## config.mk

```make
export PLATFORM = sky130hd
export DESIGN_NAME = url_percent_decoder
export DESIGN_NICKNAME = d
export VERILOG_FILES = /design/src/upd_pkg.sv /design/src/upd_front.sv /design/src/upd_queue.sv /design/src/upd_back.sv /design/src/url_percent_decoder.sv
export SDC_FILE = /design/constraint.sdc
export NUM_CORES = 1
export LEC_CHECK = 0
export BUFFER_PORTS_ARGS = -buffer_cell sky130_fd_sc_hd__buf_2
export CAP_MARGIN = 15
export CORE_MARGIN = 2
export CORE_UTILIZATION = 35
export CTS_CLUSTER_DIAMETER = 30
export DETAILED_ROUTE_END_ITERATION = 8
export MAX_ROUTING_LAYER = met4
export SETUP_SLACK_MARGIN = 0.2
export SYNTH_ARGS = -nofsm -noshare
export SYNTH_HDL_FRONTEND = slang
export SYNTH_SLANG_ARGS = --single-unit
```

## constraint.sdc

```tcl
create_clock -name clk -period 6.2 [get_ports clk]
set_input_delay 0.31 -clock clk [delete_from_list [all_inputs] [get_ports clk]]
set_output_delay 0.31 -clock clk [all_outputs]
set_load 0.005 [all_outputs]
```

## src/upd_pkg.sv

```systemverilog
`timescale 1ns / 1ps
// ----------------------------------------------------------------------------
// upd_pkg
// Shared types, character constants and hex helpers for the percent decoder.
// ----------------------------------------------------------------------------
package upd_pkg;

	localparam int COUNT_BITS_DEF = 16;
	localparam int QUEUE_DEPTH    = 4;
	localparam int QUEUE_AW       = $clog2(QUEUE_DEPTH);
	localparam int SLOTS          = 3;

	// Configuration register indexes
	localparam logic REG_FORM_MODE    = 1'b0;
	localparam logic REG_OUT_CAPACITY = 1'b1;

	localparam logic [15:0] CAPACITY_RESET = 16'd1023;

	localparam logic [7:0] CH_PERCENT = 8'h25;
	localparam logic [7:0] CH_PLUS    = 8'h2B;
	localparam logic [7:0] CH_SPACE   = 8'h20;
	localparam logic [7:0] CH_ZERO    = 8'h30;
	localparam logic [7:0] CH_W       = 8'h57;

	// One accepted item's worth of results: up to three bytes and an end marker.
	typedef struct packed {
		logic [SLOTS-1:0][7:0] bytes;
		logic [1:0]            nbytes;
		logic                  marker;
		logic [15:0]           base_count;
	} upd_bundle_t;

	function automatic logic is_hex(input logic [7:0] c);
		return (c >= 8'h30 && c <= 8'h39) || (c >= 8'h61 && c <= 8'h66) ||
			(c >= 8'h41 && c <= 8'h46);
	endfunction

	function automatic logic [3:0] hex_val(input logic [7:0] c);
		logic [7:0] d;
		d = 8'h00;
		if (c >= 8'h30 && c <= 8'h39) begin
			d = c - CH_ZERO;
		end else begin
			d = (c | 8'h20) - CH_W;
		end
		return d[3:0];
	endfunction

endpackage

```

## src/upd_front.sv

```systemverilog
`timescale 1ns / 1ps
// ----------------------------------------------------------------------------
// upd_front
// Accepts source bytes, tracks escape state, applies the capacity limit and
// writes a result bundle into the queue for each item with results or an end.
// ----------------------------------------------------------------------------
module upd_front import upd_pkg::*; #(
	parameter int COUNT_BITS = COUNT_BITS_DEF
) (
	input  logic              clk,
	input  logic              arst_n,
	input  logic              in_valid,
	output logic              in_ready,
	input  logic [7:0]        in_byte,
	input  logic              in_last,
	input  logic              cfg_we,
	input  logic              cfg_index,
	input  logic [15:0]       cfg_data,
	input  logic              q_full,
	output logic              q_wr,
	output upd_bundle_t       q_wdata
);

	localparam int CW = ((COUNT_BITS > 16) ? COUNT_BITS : 16) + 1;

	typedef enum logic [1:0] {
		PH_IDLE = 2'd0,
		PH_PCT  = 2'd1,
		PH_DIG  = 2'd2
	} phase_t;

	phase_t                phase_q, ph_n;
	logic [7:0]            fd_q, fd_n;
	logic [COUNT_BITS-1:0] count_q;
	logic                  form_q;
	logic [15:0]           cap_q;

	logic [SLOTS-1:0][7:0] cb;
	logic [1:0]            n;
	logic                  idle;
	logic                  accept;
	logic [CW-1:0]         cnt_w, cap_w, max_w, cap_eff;
	logic [SLOTS-1:0]      keep;
	logic [1:0]            k;

	assign in_ready = !q_full;
	assign accept   = in_valid && in_ready;

	always_comb begin
		cb   = '0;
		n    = 2'd0;
		idle = 1'b0;
		ph_n = phase_q;
		fd_n = fd_q;
		unique case (phase_q)
			PH_PCT: begin
				if (is_hex(in_byte)) begin
					fd_n = in_byte;
					ph_n = PH_DIG;
				end else begin
					cb[n] = CH_PERCENT;
					n     = n + 2'd1;
					idle  = 1'b1;
				end
			end
			PH_DIG: begin
				if (is_hex(in_byte)) begin
					cb[n] = {hex_val(fd_q), hex_val(in_byte)};
					n     = n + 2'd1;
					ph_n  = PH_IDLE;
				end else begin
					cb[n] = CH_PERCENT;
					n     = n + 2'd1;
					cb[n] = fd_q;
					n     = n + 2'd1;
					idle  = 1'b1;
				end
			end
			default: idle = 1'b1;
		endcase
		if (idle) begin
			if (in_byte == CH_PERCENT) begin
				ph_n = PH_PCT;
			end else begin
				cb[n] = (form_q && in_byte == CH_PLUS) ? CH_SPACE : in_byte;
				n     = n + 2'd1;
				ph_n  = PH_IDLE;
			end
		end
		// At the end of the string a pending escape is passed through literally.
		if (in_last) begin
			if (ph_n == PH_PCT) begin
				cb[n] = CH_PERCENT;
				n     = n + 2'd1;
			end else if (ph_n == PH_DIG) begin
				cb[n] = CH_PERCENT;
				n     = n + 2'd1;
				cb[n] = fd_n;
				n     = n + 2'd1;
			end
		end
	end

	// Capacity is the smaller of the register and the counter's full value.
	always_comb begin
		cnt_w   = CW'(count_q);
		cap_w   = CW'(cap_q);
		max_w   = {{(CW-COUNT_BITS){1'b0}}, {COUNT_BITS{1'b1}}};
		cap_eff = (cap_w < max_w) ? cap_w : max_w;
		for (int i = 0; i < SLOTS; i++) begin
			keep[i] = (2'(i) < n) && ((cnt_w + CW'(i)) < cap_eff);
		end
		k = keep[2] ? 2'd3 : (keep[1] ? 2'd2 : (keep[0] ? 2'd1 : 2'd0));
	end

	always_comb begin
		q_wdata.bytes      = cb;
		q_wdata.nbytes     = k;
		q_wdata.marker     = in_last;
		q_wdata.base_count = cnt_w[15:0];
		q_wr               = accept && (in_last || k != 2'd0);
	end

	always_ff @(posedge clk or negedge arst_n) begin
		if (!arst_n) begin
			phase_q <= PH_IDLE;
			fd_q    <= 8'h00;
			count_q <= '0;
			form_q  <= 1'b0;
			cap_q   <= CAPACITY_RESET;
		end else begin
			if (cfg_we) begin
				unique case (cfg_index)
					REG_FORM_MODE:    form_q <= cfg_data[0];
					REG_OUT_CAPACITY: cap_q  <= cfg_data;
					default:          ;
				endcase
			end
			if (accept) begin
				if (in_last) begin
					phase_q <= PH_IDLE;
					fd_q    <= 8'h00;
					count_q <= '0;
				end else begin
					phase_q <= ph_n;
					fd_q    <= fd_n;
					count_q <= count_q + COUNT_BITS'(k);
				end
			end
		end
	end

endmodule

```

## src/upd_queue.sv

```systemverilog
`timescale 1ns / 1ps
// ----------------------------------------------------------------------------
// upd_queue
// Short first-in first-out queue of result bundles between front and back.
// ----------------------------------------------------------------------------
module upd_queue import upd_pkg::*; (
	input  logic        clk,
	input  logic        arst_n,
	input  logic        wr,
	input  upd_bundle_t wdata,
	output logic        full,
	output logic        rd_valid,
	output upd_bundle_t rdata,
	input  logic        pop
);

	upd_bundle_t         mem_q [QUEUE_DEPTH];
	logic [QUEUE_AW-1:0] wp_q, rp_q;
	logic [QUEUE_AW:0]   cnt_q;
	logic                do_pop;

	assign full     = (cnt_q == (QUEUE_AW+1)'(QUEUE_DEPTH));
	assign rd_valid = (cnt_q != '0);
	assign rdata    = mem_q[rp_q];
	assign do_pop   = pop && rd_valid;

	always_ff @(posedge clk) begin
		if (wr && !full) begin
			mem_q[wp_q] <= wdata;
		end
	end

	always_ff @(posedge clk or negedge arst_n) begin
		if (!arst_n) begin
			wp_q  <= '0;
			rp_q  <= '0;
			cnt_q <= '0;
		end else begin
			if (wr && !full) begin
				wp_q <= wp_q + 1'b1;
			end
			if (do_pop) begin
				rp_q <= rp_q + 1'b1;
			end
			cnt_q <= cnt_q + (QUEUE_AW+1)'(wr && !full) - (QUEUE_AW+1)'(do_pop);
		end
	end

endmodule

```

## src/upd_back.sv

```systemverilog
`timescale 1ns / 1ps
// ----------------------------------------------------------------------------
// upd_back
// Unpacks bundles into the output register, one result per unstalled cycle.
// ----------------------------------------------------------------------------
module upd_back import upd_pkg::*; (
	input  logic        clk,
	input  logic        arst_n,
	input  logic        q_valid,
	input  upd_bundle_t q_data,
	output logic        q_pop,
	output logic        out_valid,
	input  logic        out_ready,
	output logic [7:0]  out_byte,
	output logic        has_byte,
	output logic        end_of_string,
	output logic [15:0] byte_count
);

	logic [1:0]  idx_q;
	logic [2:0]  total;
	logic        load;
	logic        is_byte;
	logic        valid_q;

	assign total   = {1'b0, q_data.nbytes} + {2'b00, q_data.marker};
	assign load    = q_valid && (!valid_q || out_ready);
	assign is_byte = (idx_q < q_data.nbytes);
	assign q_pop   = load && ({1'b0, idx_q} == total - 3'd1);
	assign out_valid = valid_q;

	always_ff @(posedge clk or negedge arst_n) begin
		if (!arst_n) begin
			valid_q <= 1'b0;
			idx_q   <= 2'd0;
		end else begin
			if (load) begin
				valid_q <= 1'b1;
				idx_q   <= q_pop ? 2'd0 : idx_q + 2'd1;
			end else if (out_ready) begin
				valid_q <= 1'b0;
			end
		end
	end

	always_ff @(posedge clk) begin
		if (load) begin
			if (is_byte) begin
				out_byte      <= q_data.bytes[idx_q];
				has_byte      <= 1'b1;
				end_of_string <= 1'b0;
				byte_count    <= q_data.base_count + 16'(idx_q) + 16'd1;
			end else begin
				out_byte      <= 8'h00;
				has_byte      <= 1'b0;
				end_of_string <= 1'b1;
				byte_count    <= q_data.base_count + 16'(q_data.nbytes);
			end
		end
	end

endmodule

```

## src/url_percent_decoder.sv

```systemverilog
`timescale 1ns / 1ps
// ----------------------------------------------------------------------------
// url_percent_decoder
// Streaming percent-decoder with form mode, output capacity and end marker.
// ----------------------------------------------------------------------------
// The first result of an item goes through the four-entry queue between front
// and back, then into the output register. The front accepts one item per
// cycle unless the queue is full; the back sends one result per cycle unless
// stalled, holding the back end until all results of an item have gone out.
// Reset clears escape state, byte count, queue and output valid, and sets
// form_mode to 0 and out_capacity to 1023.
module url_percent_decoder import upd_pkg::*; #(
	parameter int COUNT_BITS = COUNT_BITS_DEF
) (
	input  logic        clk,
	input  logic        arst_n,
	input  logic        in_valid,
	output logic        in_ready,
	input  logic [7:0]  in_byte,
	input  logic        in_last,
	output logic        out_valid,
	input  logic        out_ready,
	output logic [7:0]  out_byte,
	output logic        has_byte,
	output logic        end_of_string,
	output logic [15:0] byte_count,
	input  logic        cfg_we,
	input  logic        cfg_index,
	input  logic [15:0] cfg_data
);

	upd_bundle_t wdata, rdata;
	logic        q_wr, q_full, q_valid, q_pop;

	upd_front #(.COUNT_BITS(COUNT_BITS)) u_front (
		.clk(clk), .arst_n(arst_n),
		.in_valid(in_valid), .in_ready(in_ready),
		.in_byte(in_byte), .in_last(in_last),
		.cfg_we(cfg_we), .cfg_index(cfg_index), .cfg_data(cfg_data),
		.q_full(q_full), .q_wr(q_wr), .q_wdata(wdata)
	);

	upd_queue u_queue (
		.clk(clk), .arst_n(arst_n),
		.wr(q_wr), .wdata(wdata), .full(q_full),
		.rd_valid(q_valid), .rdata(rdata), .pop(q_pop)
	);

	upd_back u_back (
		.clk(clk), .arst_n(arst_n),
		.q_valid(q_valid), .q_data(rdata), .q_pop(q_pop),
		.out_valid(out_valid), .out_ready(out_ready),
		.out_byte(out_byte), .has_byte(has_byte),
		.end_of_string(end_of_string), .byte_count(byte_count)
	);

endmodule

```

# --- Yosys cells after proc, flatten, opt, wreduce, memory -nomap -nowiden ---
# Memories as Yosys holds them, arrays and structs flattened.
# Cells that the tools add are included.
word_totals:
  mem_bits_rw: 172
  out_inout_bits: 28
  wordCells: 154
  n_memories: 1
  regBits: 79
  inputBits: 31
memory_table:
  columns: ["name", "depth", "width", "read_ports", "rd_clocked_by_memory_dff", "wr", "line_no", "text"]
  rows:
  - ["u_queue.mem_q", 4, 43, 1, 0, 1, "upd_queue.sv:17", "upd_bundle_t mem_q [QUEUE_DEPTH];"]
classes:
  eq_ne: 8
  reduce_logical: 29
  n_addsub: 20
  n_mux: 55
  n_lt_le_gt_ge: 23
  n_bitwise: 4
ops:
  columns: ["op", "count"]
  rows:
  - ["$mux W24", 5]
  - ["$mux W8", 11]
  - ["$add A16 B2 Y16", 3]
  - ["$bwmux W24", 2]
  - ["$demux W8 S2", 3]
  - ["$mux W16", 3]
  - ["$lt A17 B17 Y1", 2]
  - ["$mux W2", 13]
  - ["$add A16 B1 Y17 const B", 1]
  - ["$add A16 B2 Y17 const B", 1]
  - ["$logic_and A1 B1 Y1", 17]
  - ["$lt A16 B17 Y1", 1]
  - ["$add A16 B1 Y16 const B", 1]
  - ["$bmux W8 S2", 1]
  - ["$eq A8 B6 Y1 const B", 2]
  - ["$ge A8 B6 Y1 const B", 2]
  - ["$ge A8 B7 Y1 const B", 2]
  - ["$le A8 B6 Y1 const B", 2]
  - ["$le A8 B7 Y1 const B", 2]
  - ["$lt A16 B16 Y1 const B", 1]
  - ["$pmux W8 S2", 1]
  - ["$and A15 B15 Y15", 1]
  - ["$not A15 Y15", 1]
  - ["$add A2 B1 Y2 const B", 6]
  - ["other kinds (27)", 55]

# --- Depth between registers and ports, before layout ---
# Gate-level depths: netlist (run 1).
logic_depth:
  depth_word: 25
  mapped_depth: 25
  depth_no_buf: 24

# --- Modules after synthesis ---
# A second synthesis (run 1) with hierarchy kept.
hier_totals:
  hier_cells: 1009
  hier_area_um2: 13391.6
modules_own_cells:
  columns: ["module", "cells_per_inst", "instances", "seq_area_each_um2", "area_per_inst_um2"]
  rows:
  - ["upd_queue", 266, 1, 5340.1, 6740.2]
  - ["upd_front", 598, 1, 1088.5, 4984.8]
  - ["upd_back", 145, 1, 855.8, 1666.6]

# --- Worst setup path before layout (run 1) ---
# Ideal clock, no wire load.
synth_path:
  kind: "in2reg"
  from: "input port in_byte[1]"
  to: "register u_front.count_q[10]"
  setup_time_ps: 137
  path_buffers: 1
  required_time_ps: 6063
  stages: 22
  arrival_time_ps: 4694
  setup_slack_ps: 1368
  path_cell_list: "inv_1 > ha_1 > nor4b_1 > a22oi_1 > and4_4 > buf_6 > nor2_1 > ha_1 > o22ai_1 > ha_1 > mux2i_1 > nor2_1 > or3_4 > o31ai_1 > ha_1 > inv_1 > fa_1 > nor2_1 > and4_1 > nand3_1 > xor2_1 > nor2_1"
synth_via:
  elab_chain_len: 21
  word_cells_on_any_way: 43
  classes_between: "add/sub (4); order compare (9); eq/ne (3); mux (19); reduce/logical (8)"
synth_lines:
  columns: ["item", "line_no", "text"]
  rows:
  - ["from (decl)", "url_percent_decoder.sv:19", "input logic [7:0] in_byte,"]
  - ["$ge A8 B6 Y1 (tied with other cells)", "upd_pkg.sv:34", "return (c >= 8'h30 && c <= 8'h39) || (c >= 8'h61 && c <= 8'h66) ||"]
  - ["$logic_and A1 B1 Y1", "upd_pkg.sv:34", null]
  - ["$logic_or A1 B1 Y1 (2 in a row)", "upd_pkg.sv:34", null]
  - ["$mux W2 / $mux W1 (equally long branches)", "upd_front.sv:67, upd_front.sv:57", null]
  - ["$pmux W2 S2", "upd_front.sv:55", "unique case (phase_q)"]
  - ["$add A2 B1 Y2", "upd_front.sv:86", "n = n + 2'd1;"]
  - ["$mux W2", "upd_front.sv:82", "if (in_byte == CH_PERCENT) begin"]
  - ["$mux W2", "upd_front.sv:81", "if (idle) begin"]
  - ["(+5 left out)", null, null]
  - ["$lt A1 B2 Y1", "upd_front.sv:111", "keep[i] = (2'(i) < n) && ((cnt_w + CW'(i)) < cap_eff);"]
  - ["$logic_and A1 B1 Y1", "upd_front.sv:111", null]
  - ["$mux W1", "upd_front.sv:113", "k = keep[2] ? 2'd3 : (keep[1] ? 2'd2 : (keep[0] ? 2'd1 : 2'd0));"]
  - ["$mux W2", "upd_front.sv:113", null]
  - ["$mux W2 (*)", "upd_front.sv:113", null]
  - ["named net u_front.k[0]", "upd_front.sv:44", "logic [1:0] k;"]
  - ["$add A16 B2 Y16 (*)", "upd_front.sv:147", "count_q <= count_q + COUNT_BITS'(k);"]
  - ["$mux W16 (*)", "upd_front.sv:140", "if (in_last) begin"]
  - ["to (signal assigned)", "upd_front.sv:147", null]
  - ["to (decl)", "upd_front.sv:34", "logic [COUNT_BITS-1:0] count_q;"]
# The timed path passes the listed nets; every way through them passes the cells marked *.
# A chain may end at the register's enable or synchronous reset.

# --- Worst setup path after layout (run 1) ---
layout_path:
  from: "register u_front.count_q[1]"
  to: "register u_front.count_q[10]"
layout_via:
  elab_chain_len: 7
  word_cells_on_any_way: 13
  classes_between: "add/sub (3); order compare (3); mux (4); reduce/logical (3)"
layout_lines:
  columns: ["item", "line_no"]
  rows:
  - ["$add A16 B1 Y17 / $lt A16 B17 Y1 (equally long branches)", "upd_front.sv:111"]
  - ["$lt A17 B17 Y1 / $logic_and A1 B1 Y1 (equally long branches)", "upd_front.sv:111"]
  - ["$logic_and A1 B1 Y1 / $mux W1 (equally long branches)", "upd_front.sv:111, upd_front.sv:113"]
  - ["$mux W2", "upd_front.sv:113"]
  - ["$mux W2 (*)", "upd_front.sv:113"]
  - ["named net u_front.k[0]", "upd_front.sv:44"]
  - ["$add A16 B2 Y16 (*)", "upd_front.sv:147"]
  - ["$mux W16 (*)", "upd_front.sv:140"]
# Marked as above.

==> metrics, run 1 <==
status=completed; relative slew slack=38.8%; Synth Area in Compound Gates=8.04%; Synth Area in XOR/XNOR=4.26%; Hold Worst Slack=114 ps; library cells used by synthesis=67; Syn Area/Cell=13.1 um2; Layout Nets=1203; largest net degree at the start of global routing=54; final hold viol count=0; combinational family with the most area after synthesis=multiplexers; crit path DAT=5650 ps; Clk pin slew, worst setup/hold paths=40 ps; Pwr per Cell Area=468 nW/um2; Placeable Area=36500 um2; post-synthesis cell area=12900 um2; Clock Path Buffers=3; Synth async-reset ratio=21.1%; cell count after synthesis=988; GRT Residual Overflow=0; Hold Path Class=primary input to register; Initial DRC Count=471; Post CTS Setup Buffer Count=0; Post-Synth Simple-Gate Area=9.00%; # diodes=0; mux cell area share after synthesis=10.3%; maximum VDD drop=0.000199 V; Total Wirelength=29.8 mm; max-slew violation count=0; Die H=196 um; number of detailed-route iterations in the first pass=4; first-pass GRT wire length=47.3 mm; commonest non-fill, non-tap cell in the layout=edfxtp_1; row count=70; vias in the first global route=8376; nature of the critical path startpoint=register; share of cells above drive strength 1=23.3%; IO buf count=58; Most used DFF post-synth=edfxtp_1; kind of critical path=register to register; Starting Density=35.4%; Critical Path Fanout Max=13; Yosys Warn Count=0; Post-synth EDFFs=198; Routed Antenna Nets=0; Slew @ Worst Pin=916 ps; CP required=6620 ps; Final Critical Period=5230 ps; Inserted Clock Buffers=56; max cap viols=0; Die W=196 um; H-tree depth=2; Mapped Nets=1104; CTS Sinks=251; HPWL Detailed=20.1 mm; fin crit share=84.4%; clock root cell=clkbuf_16; total track usage=16.2%; initial antenna violation count=0; Max Freq=191 MHz; Seq cells post-synth=251; RePlAce Congestion=0.922; DRC=0; unrepaired setup endpoints after global routing=no; clock skew=27.1 ps; CTS tree=yes; I/O pin count=59; drt wl/cell=18.6 um; Synth Area in Adders=8.45%; vias post-DR=8203; final setup vio count=0; area delta synth->final=23.5%; Worst setup EP type=register; sequential area share after synthesis=56.3%; clock latency on the worst-skew pair=570 ps; area of the die=38500 um2; Via density=5.12; final setup TNS=0 ps; leak pwr=0.00631 uW; most frequent cells in the layout=edfxtp_1 (198), ha_1 (81), nand2_1 (69), inv_1 (64)
[kinds of logic (layout without fill, tap and decap cells)]
group,after synthesis,after routing
xor gates and xnor gates,63,63
muxes,76,76
DFF,251,251
AOI/OAI and AO/OA,159,159
buffers and inverters,114,261
adders and majority gates,85,85
and+or+nand+nor,240,240
[critical path, stage by stage (launching register included)]
cell       delay [ps]
dfrtp_1           670
ha_1              320
nand3_1           240
nor3_1            370
nand2_1           110
xnor2_1           160
ha_1              280
nand4_1            90
a2111oi_0         390
a211oi_1           90
o21ai_0           140
a41oi_1           270
nor2_1            160
o21ai_0           100
o31ai_1           160
ha_1              280
inv_1              60
fa_1              410
nor2_1            180
and4_1            280
nand3_1           120
xor2_1            170
nor2_1             50
[through the flow]
| stage | util [%] | area [um2] | total power (uW) | cells | worst slack, ps |
|---|---|---|---|---|---|
| 6_report | 43.8 | 16000 | 7470 | 1603 | 969 |
| 5_1_grt | 43.8 | 16000 | 7880 | 1603 | 283 |
| 4_1_cts | 43.7 | 16000 | 7590 | 1602 | 951 |
| 3_5_place_dp | 37.6 | 13800 | 4410 | 1478 | 715 |
| 3_3_place_gp | 37.6 | 13800 | 4370 | 1478 | 887 |
| 2_1_floorplan | - | 12900 | 3850 | 988 | 1370 |
[worst paths after layout]
check                                   start             endpoint  slack, ps  depth (start not counted)
max in group asynchronous              arst_n      u_queue.rp_q[0]       5220                          3
min in group asynchronous              arst_n    u_front.cap_q[11]        430                          3
hold / removal                      cfg_index       u_front.form_q        110                          3
hold reg to reg            u_front.phase_q[1]   u_front.phase_q[1]        500                          2
setup / recovery           u_front.count_q[1]  u_front.count_q[10]        970                         22
setup reg to reg           u_front.count_q[1]  u_front.count_q[10]        970                         22
[cell usage after synthesis (all sizes together) (2+ instances only)]
| master | count | share of area (%) |
|---|---|---|
| a2111oi | 3 | 0.20 |
| a211oi | 8 | 0.50 |
| a21boi | 5 | 0.29 |
| a21o | 10 | 0.58 |
| a21oi | 34 | 1.3 |
| a22o | 3 | 0.20 |
| a22oi | 9 | 0.52 |
| a31oi | 7 | 0.45 |
| a32o | 3 | 0.23 |
| a32oi | 2 | 0.14 |
| and2 | 15 | 0.73 |
| and3 | 9 | 0.44 |
| and4 | 3 | 0.22 |
| buf | 18 | 0.88 |
| clkbuf | 31 | 0.90 |
| dfrtp | 43 | 8.3 |
| dfstp | 10 | 2.0 |
| edfxtp | 198 | 46 |
| fa | 4 | 0.62 |
| ha | 81 | 7.8 |
| inv | 65 | 1.9 |
| mux2 | 19 | 1.7 |
| mux2i | 14 | 1.1 |
| mux4 | 43 | 7.5 |
| nand2 | 69 | 2.0 |
| nand2b | 4 | 0.19 |
| nand3 | 34 | 1.3 |
| nand4 | 13 | 0.68 |
| nor2 | 60 | 1.8 |
| nor2b | 4 | 0.19 |
| nor3 | 13 | 0.50 |
| o211ai | 4 | 0.23 |
| o21a | 3 | 0.17 |
| o21ai | 34 | 1.3 |
| o21bai | 3 | 0.20 |
| o22ai | 22 | 1.1 |
| o31ai | 6 | 0.35 |
| or2 | 3 | 0.16 |
| or3 | 3 | 0.18 |
| or4 | 4 | 0.23 |
| xnor2 | 29 | 2.0 |
| xor2 | 34 | 2.3 |
[report_power, final]
| part | switching, uW | internal [uW] |
|---|---|---|
| logic | 1010 | 811 |
| registers | 197 | 2320 |
| clock network | 975 | 2160 |
[area by class of cell]
cell class | count | area (um2)
clock inverter | 45 | 596
tap | 468 | 586
sequential | 251 | 7290
multi-input combinational | 623 | 5200
clock buffer | 61 | 1450
fill | 3242 | 20500
timing repair buffer | 90 | 622
inverter | 65 | 244
[sequential cells by signal, summed over array words and instances (netlist names)]
| signal | count |
|---|---|
| u_back.byte_count | 16 |
| u_front.fd_q | 8 |
| u_back.idx_q | 2 |
| u_back.has_byte | 1 |
| u_back.out_byte | 8 |
| u_back.end_of_string | 1 |
| u_queue.wp_q | 2 |
| u_front.count_q | 16 |
| u_back.out_valid | 1 |
| u_queue.rp_q | 2 |
| u_front.cap_q | 16 |
| u_queue.mem_q | 172 |
| u_front.form_q | 1 |
| u_queue.cnt_q | 3 |
| u_front.phase_q | 2 |
[metal layers]
metal / wire [um] / share of wire [%] / vias to the layer above / global-route usage (%)
met5: 0 / 0 / - / -
met4: 725 / 2.4 / 0 / 5.75
met3: 1190 / 4.0 / 51 / 2.94
met2: 13500 / 45 / 172 / 24.8
met1: 14400 / 48 / 4077 / 21.6
li1: - / - / 3903 / -
[timing repair]
action | CTS | global route
hold endpoints to repair | 61 | 0
hold buffers | 18 | 0
resized for setup | 0 | 0
No activity file was read; power rests on OpenSTA's default activity.
==> inputs of run 2 (changes only) <==
--- a/config.mk
+++ b/config.mk
@@ -5,6 +5,7 @@
 export SDC_FILE = /design/constraint.sdc
 export NUM_CORES = 1
 export LEC_CHECK = 0
+export ABC_AREA = 1
 export BUFFER_PORTS_ARGS = -buffer_cell sky130_fd_sc_hd__buf_2
 export CAP_MARGIN = 15
 export CORE_MARGIN = 2
==> constraint.sdc (replaced) <==
create_clock -name clk -period 5.2 [get_ports clk]
set_input_delay 0.26 -clock clk [delete_from_list [all_inputs] [get_ports clk]]
set_output_delay 0.26 -clock clk [all_outputs]
set_load 0.005 [all_outputs]
==> run 2 against run 1 <==
Critical endpoint is now u_front.count_q[14]. Sequential power grew 17%. Critical path type unchanged. Routed wire length grew 13%. Largest power group unchanged. Hold slack lost 64 ps. Via count grew 18%. Final area grew 0.20%.
==> metrics, run 2 <==
status=completed; Psw=2950 uW; most flop-heavy register=u_queue.mem_q; Total Wirelength=33.6 mm; nature of the critical path startpoint=register; Clk pin slew, worst setup/hold paths=50 ps; largest net degree at the start of global routing=61; relative slew slack=37.5%; Int Power=5670 uW; drt wl/cell=17.2 um; CP required=5610 ps; most frequent cells in the layout=edfxtp_1 (198), nand2_1 (170), nor2_1 (154), inv_1 (133), o21ai_0 (122); library cells used by synthesis=57; CTS Sinks=251; Starting Density=35.3%; cell count after synthesis=1302; initial antenna violation count=1; Final Critical Period=4580 ps; most frequent cells after synthesis=edfxtp_1 (198), nand2_1 (170), nor2_1 (159); DRC=0; crit path cell chain=nand2_2 > inv_1 > nand2_1 > nor2_1 > nand2_1 > xor2_1 > ha_1 > a21oi_1 > o211ai_1 > nor2_1 > nand2_1 > nor2_1 > nand3_2 > o21ai_0 > ha_1 > inv_1 > fa_1 > nor2_1 > inv_1 > nor4_1 > nand2_1 > nor2_1 > nor3_1; area delta synth->final=21.0%; Yosys Warn Count=0; Post CTS Setup Buffer Count=0; total track usage=17.9%; Critical Path Fanout Max=9; setup ws final=616 ps; Die W=198 um; Max Freq=218 MHz; Pwr per Cell Area=538 nW/um2; first-pass GRT wire length=53.0 mm; Routed Antenna Nets=0; Most used DFF post-synth=edfxtp_1; unrepaired setup endpoints after global routing=no; clock skew=27.0 ps; clock latency on the worst-skew pair=570 ps; post-synthesis cell area=13200 um2; Via density=4.98; ranking of synthesized cells by area=edfxtp_1 (45%), dfrtp_1 (8.1%), ha_1 (7.7%), nand2_1 (4.8%), o21ai_0 (4.6%); Slew @ Worst Pin=936 ps; Synth async-reset ratio=21.1%; Worst setup EP type=register; clock root cell=clkbuf_16; maximum VDD drop=0.000289 V; final setup vio count=0; leak pwr=0.00655 uW; Comb pwr share=29.2%; H-tree depth=2; most common cell in the synthesized netlist=edfxtp_1; Hold Path Class=primary input to register; RePlAce Congestion=0.936; Placed Cells=1839; Placeable Area=37500 um2; Clk pwr share=36.4%; Seq pwr share=34.3%; crit-path max cell delay=540 ps; Syn Area/Cell=10.2 um2; pre-CTS WS=496 ps; Layout Nets=1515; final setup TNS=0 ps; final hold viol count=0; top-area cell type share of the netlist area=44.9%; sequential area share after synthesis=55.0%; area leader, netlist=edfxtp_1; I/O pin count=59; vias in the first global route=9698; max cap viols=0; IO buf count=58; Post-synth EDFFs=198; commonest non-fill, non-tap cell in the layout=edfxtp_1; switch share=34.3%; Inserted Clock Buffers=49; CTS tree=yes; Die H=198 um; Clock Path Buffers=3; share of cells above drive strength 1=15.7%; HPWL Detailed=22.7 mm; GRT Residual Overflow=0; Finished Layout Cells=1952; kind of critical path=register to register; Seq cells post-synth=251; max-slew violation count=0; area of the die=39400 um2; vias post-DR=9716; Slowest-stage cell, CP=dfrtp_1; row count=71; crit path DAT=5000 ps; Initial DRC Count=661; number of detailed-route iterations in the first pass=7; fin crit share=88.2%; max reg flops=172; Mapped Nets=1418; cell mode on critical path=nor2_1
## run 2: cell count changes after synthesis, sizes merged, moves of 14 or more
cell | before | now
nand2 | 69 | 185
nor2 | 60 | 168
o21ai | 34 | 130
inv | 65 | 143
mux4 | 43 | 0
a21oi | 34 | 76
xnor2 | 29 | 7
mux2 | 19 | 0
and2 | 15 | 0
mux2i | 14 | 0
o221ai | 0 | 14
## run 2: final cells by class
type / count / area [um2]
Antenna cell: 1 / 2.50
Fill cell: 3577 / 21500
Clock buffer: 60 / 1300
Multi-Input combinational cell: 861 / 5200
Clock inverter: 32 / 387
Timing Repair Buffer: 92 / 646
Tap cell: 511 / 639
Inverter: 144 / 548
Sequential cell: 251 / 7290
## run 2: per-stage QoR
step / total power, uW / cell area (um2) / utilization, % / hold slack [ps]
2_1_floorplan: 4690 / 13200 / - / -35.6
3_5_place_dp: 5530 / 14100 / 37.6 / 463
4_1_cts: 8710 / 16000 / 42.7 / 35.3
3_3_place_gp: 5470 / 14100 / 37.6 / 459
6_report: 8620 / 16000 / 42.7 / 50.3
5_1_grt: 9140 / 16000 / 42.7 / 44.5
## run 2: cell families (layout without fill, tap and decap cells)
kind of cell / after synthesis / count (layout) / synth area share [%]
AO/OA/AOI/OAI: 297 / 297 / 13.4
XOR/XNOR: 49 / 49 / 3.24
adder cells (fa/ha/maj): 85 / 85 / 8.26
buffers and inverters: 190 / 328 / 5.95
flip-flops: 251 / 251 / 55.0
other: 0 / 1 / 0
AND/OR/NAND/NOR: 430 / 430 / 14.1
## run 2: per-layer routing
metal | global-route usage (%) | vias up | share of wire, % | wire [um]
met5 | - | - | 0 | 0
met4 | 5.61 | 0 | 2.0 | 665
met3 | 2.92 | 45 | 4.8 | 1610
met2 | 28.6 | 240 | 46 | 15600
met1 | 23.4 | 4686 | 47 | 15700
li1 | - | 4745 | - | -
## run 2: worst max-delay path, delay by kind of cell (launching register included)
family,cells,cell delay (ps)
AOI/OAI and AO/OA,3,420
xor gates and xnor gates,1,170
adders and majority gates,3,860
buffers and inverters,3,290
DFF,1,540
and+or+nand+nor,13,2160
## run 2: repair_timing
action	CTS	global route
endpoints found under the setup margin	0	9
gates resized for setup	0	8
endpoints found under the hold margin	61	0
hold buffers	20	0
## run 2: final timing paths
check | cells past startpoint | start | slack, ps | endpoint
worst max-delay path | 23 | u_front.count_q[2] | 620 | u_front.count_q[14]
worst min-delay path | 1 | in_last | 50 | u_queue.mem_q[0][16]
worst min register to register | 2 | u_front.cap_q[0] | 510 | u_front.cap_q[0]
max in group asynchronous | 3 | arst_n | 4280 | u_front.count_q[12]
worst max register to register | 23 | u_front.count_q[2] | 620 | u_front.count_q[14]
min in group asynchronous | 3 | arst_n | 370 | u_back.out_valid
## run 2: power groups by stage
stage / clock network [uW] / logic (uW) / registers (uW)
global route: 3290 / 2840 / 3000
floorplan: 0 / 1750 / 2930
global placement: 0 / 2490 / 2990
detailed placement: 0 / 2540 / 2990
finish: 3140 / 2520 / 2960
CTS: 3190 / 2560 / 2960
